$ cat config.mk
export PLATFORM = sky130hd
export DESIGN_NAME = mdist_sqrt_cell
export DESIGN_NICKNAME = d
export VERILOG_FILES = /design/src/mdist_pkg.sv /design/src/mdist_sqrt_cell.sv
export SDC_FILE = /design/constraint.sdc
export NUM_CORES = 1
export LEC_CHECK = 0
export BUFFER_PORTS_ARGS = -buffer_cell sky130_fd_sc_hd__buf_2
export CORE_MARGIN = 4
export CORE_UTILIZATION = 48
export DETAILED_ROUTE_END_ITERATION = 10
export GPL_ROUTABILITY_DRIVEN = 0
export GPL_TIMING_DRIVEN = 0
export PLACE_DENSITY = 0.92
export SLEW_MARGIN = 20
export SYNTH_ARGS = -nofsm -noshare
export SYNTH_HDL_FRONTEND = slang
export SYNTH_SLANG_ARGS = --single-unit
$ cat constraint.sdc
create_clock -name clk -period 0.9 [get_ports clk]
set_input_delay 0.27 -clock clk [delete_from_list [all_inputs] [get_ports clk]]
set_output_delay 0.27 -clock clk [all_outputs]
set_load 0.01 [all_outputs]
$ cat src/mdist_pkg.sv
// Shared widths, codes and bundle types for the 3D Mahalanobis distance unit.
// No dependencies; every other file in src imports this package.
package mdist_pkg;

	localparam int WORD_W    = 32;
	localparam int FRAC_W    = WORD_W / 2;
	localparam int PROD_W    = 2 * WORD_W;
	localparam int COF_W     = 2 * WORD_W + 1;
	localparam int DET_W     = 3 * WORD_W + 3;
	localparam int Q_W       = 4 * WORD_W + 3;
	localparam int NH_W      = Q_W - 2 * WORD_W + FRAC_W;
	localparam int NUM_TERMS = 6;
	localparam int IDX_W     = 3;
	localparam int BIT_W     = $clog2(WORD_W);

	// Determinant threshold: det * 1e10 <= 2^(3*FRAC_W)  <=>  det <= DET_MIN
	localparam logic [DET_W-1:0] DET_MIN =
		(DET_W'(1) << (3 * FRAC_W)) / DET_W'(34'd10000000000);

	localparam logic [WORD_W-1:0] COV_ONE = WORD_W'(1) << FRAC_W;

	typedef enum logic [IDX_W-1:0] {
		REG_VAR_X  = 3'd0,
		REG_COV_XY = 3'd1,
		REG_COV_XZ = 3'd2,
		REG_VAR_Y  = 3'd3,
		REG_COV_YZ = 3'd4,
		REG_VAR_Z  = 3'd5
	} reg_idx_t;

	typedef enum logic [1:0] {
		ST_OK        = 2'd0,
		ST_DET_SMALL = 2'd1,
		ST_VAR_X     = 2'd2,
		ST_MINOR     = 2'd3
	} status_t;

	// Per-request control that rides along the pipeline
	typedef struct packed {
		logic valid;
		logic last;
		logic neg;
		logic sat;
	} side_t;

	// Cofactors in order c11, c12, c13, c22, c23, c33
	typedef logic [NUM_TERMS-1:0][COF_W-1:0] cof_vec_t;

	typedef struct packed {
		logic             busy;
		status_t          status;
		logic [DET_W-1:0] det;
		cof_vec_t         cof;
	} cov_t;

endpackage

$ cat src/mdist_sqrt_cell.sv
// One digit-by-digit integer square root cell: take two radicand bits, try
// root*4+1, keep one root bit. Depends on mdist_pkg.
module mdist_sqrt_cell (
	input  logic                            clk,
	input  logic                            arst_n,
	input  logic                            adv,
	input  logic [2*mdist_pkg::WORD_W-1:0]  rad_in,
	input  logic [mdist_pkg::WORD_W+1:0]    rem_in,
	input  logic [mdist_pkg::WORD_W-1:0]    root_in,
	input  mdist_pkg::side_t                side_in,
	output logic [2*mdist_pkg::WORD_W-1:0]  rad_out,
	output logic [mdist_pkg::WORD_W+1:0]    rem_out,
	output logic [mdist_pkg::WORD_W-1:0]    root_out,
	output mdist_pkg::side_t                side_out
);
	import mdist_pkg::*;

	logic [WORD_W+1:0]   rr, trial;
	logic                ge;
	logic [2*WORD_W-1:0] rad_s1;
	logic [WORD_W+1:0]   rem_s1;
	logic [WORD_W-1:0]   root_s1;
	side_t               side_s1;

	always_comb begin
		rr    = {rem_in[WORD_W-1:0], rad_in[2*WORD_W-1:2*WORD_W-2]};
		trial = {root_in, 2'b01};
		ge    = (rr >= trial);
	end

	always_ff @(posedge clk) begin
		if (adv) begin
			rad_s1  <= {rad_in[2*WORD_W-3:0], 2'b00};
			rem_s1  <= ge ? rr - trial : rr;
			root_s1 <= {root_in[WORD_W-2:0], ge};
		end
	end

	always_ff @(posedge clk or negedge arst_n) begin
		if (!arst_n)
			side_s1 <= '0;
		else if (adv)
			side_s1 <= side_in;
	end

	assign rad_out  = rad_s1;
	assign rem_out  = rem_s1;
	assign root_out = root_s1;
	assign side_out = side_s1;

endmodule

Word level (Yosys, flattened, before mapping)
Cells that the tools add are included.
{"block": "totals", "reg_bits": 132, "output_inout_bits": 134, "elab_cells": 10}
{"block": "op_classes", "n_mux": 1, "add_sub_neg": 1, "magnitude_cmp": 1}
{"cell": "greater-or-equal comparator 34 bit", "count": 1}
{"cell": "2-to-1 mux 34 bit", "count": 1}
{"cell": "subtractor 34 bit", "count": 1}

Longest topological paths before layout
{"block": "logic_depth", "ltp_word": 2, "mapped_depth": 12, "mapped_depth_nobuf": 10}

Least setup slack after synthesis
OpenSTA, ideal clock, no wires.
{"block": "synth_timing", "path_kind": "input port to flip-flop", "from": "input port root_in[7] (netlist name)", "to": "register rem_s1[26] (netlist: rem_out[26]), data pin", "t_arrival_ps": 2458, "stages": 12, "setup_slack_ps": -1821, "setup_ps": 262, "path_cell_list": "inv_1 > ha_1 > buf_4 > a21o_1 > nor3_2 > o21ai_1 > a41o_1 > a21oi_4 > o21ai_2 > a21boi_4 > buf_6 > mux2_1"}
{"block": "synth_via", "elab_chain_len": 2}
{"element": "from (decl)", "line_no": "mdist_sqrt_cell.sv:9", "rtl": "input logic [mdist_pkg::WORD_W-1:0] root_in,"}
{"element": "subtractor 34 bit or greater-or-equal comparator 34 bit (tied branches)", "line_no": "mdist_sqrt_cell.sv:34, mdist_sqrt_cell.sv:28"}
{"element": "2-to-1 mux 34 bit (*)", "line_no": "mdist_sqrt_cell.sv:34", "rtl": "rem_s1 <= ge ? rr - trial : rr;"}
{"element": "to (signal assigned)", "line_no": "mdist_sqrt_cell.sv:34"}
{"element": "to (decl)", "line_no": "mdist_sqrt_cell.sv:21", "rtl": "logic [WORD_W+1:0] rem_s1;"}
Mark *: on every way between the ends. The rest lies on a longest branch, timed or not.
A chain may end at the register's enable or synchronous reset.

Worst setup path after layout
{"block": "layout_timing", "from": "input port root_in[7] (netlist name)", "to": "register rem_s1[5] (netlist: rem_out[5]), data pin"}
{"block": "layout_via", "elab_chain_len": 2}
{"element": "greater-or-equal comparator 34 bit", "line_no": "mdist_sqrt_cell.sv:28", "rtl": "ge = (rr >= trial);"}
{"element": "2-to-1 mux 34 bit", "line_no": "mdist_sqrt_cell.sv:34"}
Every way passes these cells.

==> summary by stage <==
Critical path
The startpoint of the most critical register-to-register path is side_out[0]. The timing endpoint of the critical path is rem_out[5]. The critical path is of the primary input to register type. The reg-to-reg endpoint is side_out[0]. Data arrives at the worst endpoint at 2.65 ns. The largest driver fanout on the critical path is 5.

The worst register-to-register path has a setup slack of -0.02 ns. The critical path capture point type is a register. The depth of the worst register-to-register path is 2. The critical path startpoint category is a primary input.

In this run the worst setup path begins at root_in[7]. The worst path required time is 1.07 ns.

Power and ir drop
The leakage dissipation is around 4.5 nW. IR analysis of the VDD net gives a maximum drop of 1.02 mV. The share of total power dissipated in sequential elements is 0.385. For this design the ratio of total power to cell area is 1970 nW/um^2. The net switching component of the power is 5.53 mW. The switching part of the total is 0.278. Of the total power, the clock network draws 0.364. Of the total power, combinational logic draws 0.250.

Internal power comes to between 10 and 15 mW.

Layout
0 antenna diodes ended up in the layout. The summed area of non-filler cells in the final layout is 10100 um^2. The final layout contains about 980 nets. The final-layout fill cell count is 750.

The area added between synthesis and finish is 56.6%. The fraction of layout instances using a drive strength above 1 is 0.582.

Status
The checks that failed: setup timing. The run finished, with violations left.

Placed design
The post-detailed-placement half-perimeter wirelength is 13700 um. The number of input and output port buffers inserted is 266. Summing all placed instances gives a cell area of 8160 um^2.

Logic synthesis
The share of synthesized area in the top cell type comes to 0.597. After synthesis, the mean cell area works out to 13.5 um^2. The post-synth design cell area is approximately 6400 um^2. The number of enable flip-flop cells after synthesis is 128. Yosys attributes the largest share of cell area to edfxtp_1, ha_1, mux2_1. The count of distinct cell types in the synthesized netlist is 58. The largest total area in the synthesized netlist belongs to edfxtp_1. The proportion of synthesized flip-flops having asynchronous set or reset is 0.0303. The count of warnings emitted by yosys is 0. The share of the Yosys chip area taken by registers is 0.612. The post-synthesis register bit count is around 130. The leading register cell type out of synthesis is edfxtp_1. The cell count after synthesis is 476.

STA
At the pin with the least slew margin, the transition time is between 0.6 and 0.7 ns. In this run the tightest slew margin relative to its limit is 0.557. The final max-slew violation count is 0.

Clock skew on the completed layout was measured at 0 ns. The final-report hold violation count is 0. Setup violations remaining at the end of the flow were counted as 170. Once routing completed, OpenROAD measured the worst setup slack at -1.57 ns. The shortest clock period the worst path allows after layout is 2.47 ns. Derived from the worst setup path, the maximum achievable clock frequency is between 400 and 500 MHz. Setup repair after global routing could not meet its margin everywhere. Dividing the final minimum period by the clock period gives 2.75. The summed negative setup slack over all endpoints is -93.71 ns.

Floorplanning
For this configuration, the core starts out at a cell density of 0.488. The floorplan step set the die height to 124 um. The horizontal die dimension is 124 um. The placeable core region is roughly 13000 um^2. The floorplan row count is 42. The number of ports placed on the die boundary is 271. The die covers 15300 um^2.

Detailed routing
Summed over all layers, the routed wires come to 23400 um. The routed layout has 5560 vias. In the final routed layout, each cell accounts on average for about 23 um. Using the TritonRoute via totals, the vias-per-cell ratio works out to about 5.6. For this run, the detailed router's first-pass iteration total came to 4.

The number of routed nets with antenna violations is 0. The initial DRC count is between 400 and 500. In the routed design, unresolved DRC markers number 0.

Global routing
Entering global routing, the biggest net connects 57 pins. After global routing the overflow that remains totals 0. The first global-routing pass estimated 31100 um of wire. The global-route usage over all layers is 0.277. The initial antenna violation count is 1.

The number of global-route vias before repair is roughly 5600.

Clock network
TritonCTS built the clock tree. The H-tree generated during clock tree synthesis spans 4 levels. The clock sink total is 132.

The number of clock buffers added by TritonCTS is 17. The clock slew at the register clock pins of the worst setup and hold paths is 0.07 ns. The clock passes through at most 2 buffers.

The clock reaches the later pin of the worst-skew pair after 0.42 ns. The clock root buffer is clkbuf_16.

Run
The count of maximum capacitance violations is 0.

Worst hold path
The startpoint of the worst hold path is rad_in[28]. The class of the tightest hold or removal check is primary input to register.
==> synth_stat cells (2+ instances only) <==
cell type,number
clkbuf_1,12
a21oi_1,23
buf_4,4
xor2_1,9
dfrtp_1,4
inv_1,35
a41o_1,3
xnor2_1,20
o211ai_1,5
and2_1,3
mux2_2,9
and4_1,3
nor2_1,21
nand2b_1,2
a21o_1,13
o41ai_1,3
mux2_1,26
o21ai_0,13
edfxtp_1,128
ha_1,34
and3_1,5
nand2_1,24
nand3_1,10
o21a_1,9
nor4_1,2
a211oi_1,4
o21ai_1,3
o31ai_1,3
nor2b_1,3
o21bai_1,2
buf_6,3
a31oi_1,2
nand4_1,6
nor3_1,6
==> worst min path at each step <==
stage,end,slack [ns],depth (start not counted)
after floorplan,side_out[0],-0.03,0
after global placement,side_out[1],0.08,1
after detailed placement,side_out[1],0.08,1
after CTS,rad_out[24],0.004,1
after global routing,rad_out[31],-0.002,1
final,rad_out[30],0.009,1
==> routing by layer <==
metal	GRT usage	wire length (um)	up-vias
li1	-	-	2463
met1	0.276	7700	2661
met2	0.506	12400	336
met3	0.0886	2090	98
met4	0.151	1150	2
met5	0	7	-
==> critical path: stages <==
cell,delay [ns]
buf_8,0.10
inv_4,0.05
ha_4,0.21
buf_6,0.12
a21oi_2,0.16
and3_4,0.21
nand3_4,0.07
a41o_4,0.30
a21oi_4,0.21
o21ai_4,0.09
a21boi_4,0.17
buf_6,0.14
buf_8,0.12
buf_8,0.13
mux2_4,0.30
==> kinds of logic after synthesis <==
kind of cell | count (synthesis) | synth area share
flops | 132 | 0.612
compound gates | 100 | 0.113
simple gates | 90 | 0.0690
buf+inv | 54 | 0.0373
mux | 36 | 0.0627
fa+ha+maj | 34 | 0.0660
xor+xnor | 29 | 0.0394
other cells | 1 | 0.000582
==> sequential cells by signal (all words and copies together) (netlist names) <==
signal    count
root_out     32
rad_out      62
side_out      4
rem_out      34
==> cells in the final DEF (no fill, tap or decap), drive strengths merged, types with 4 or more instances in the layout <==
cell type and n:
o21ai 17, clkinv 7, o211ai 6, mux2 35
nand2 24, nand3 10, nor2 21, o21a 9
and3 5, clkbuf 20, ha 34, buf 325
edfxtp 128, nor3 7, a21o 13, xnor2 20
dfrtp 4, inv 39, a211oi 5, xor2 9
nand4 6, a21oi 25
==> cell type report <==
| class | instances | area [um^2] | area share |
|---|---|---|---|
| well taps | 176 | 220 | 0.0218 |
| repair buffers | 324 | 2100 | 0.208 |
| clock inverters | 15 | 179 | 0.0177 |
| flip-flops and latches | 132 | 3940 | 0.391 |
| multi-input cells | 291 | 3000 | 0.297 |
| plain buffers | 6 | 72.6 | 0.00719 |
| clock buffers | 17 | 425 | 0.0422 |
| inverters | 35 | 154 | 0.0153 |
==> per-stage QoR <==
| stage | util | hold WS [ns] | worst slack [ns] | total power [mW] | instances |
|---|---|---|---|---|---|
| 2_1_floorplan | - | -0.0256 | -1.74 | 9.74 | 477 |
| 3_3_place_gp | 0.616 | 0.0774 | -2.28 | 11.1 | 919 |
| 3_5_place_dp | 0.619 | 0.0847 | -2.33 | 11.2 | 920 |
| 4_1_cts | 0.749 | 0.00437 | -1.45 | 19.5 | 992 |
| 5_1_grt | 0.765 | -0.00205 | -1.61 | 20.5 | 996 |
| 6_report | 0.765 | 0.00871 | -1.57 | 19.9 | 996 |
==> repair_timing <==
action	CTS	global route
pin swaps	44	27
hold buffers	1	0
endpoints found under the hold margin	4	0
buffers inserted	48	6
resized for setup	142	45
endpoints found under the setup margin	245	171
gates cloned	4	1
==> power groups by stage <==
stage	registers, mW	clock network (mW)	logic [mW]
6_report	7.66	7.24	4.97
5_1_grt	7.70	7.58	5.25
4_1_cts	7.61	7.19	4.66
3_5_place_dp	7.72	0	3.48
3_3_place_gp	7.71	0	3.36
2_1_floorplan	8.07	0	1.67
Note: power is estimated with default switching activity, not from simulation.
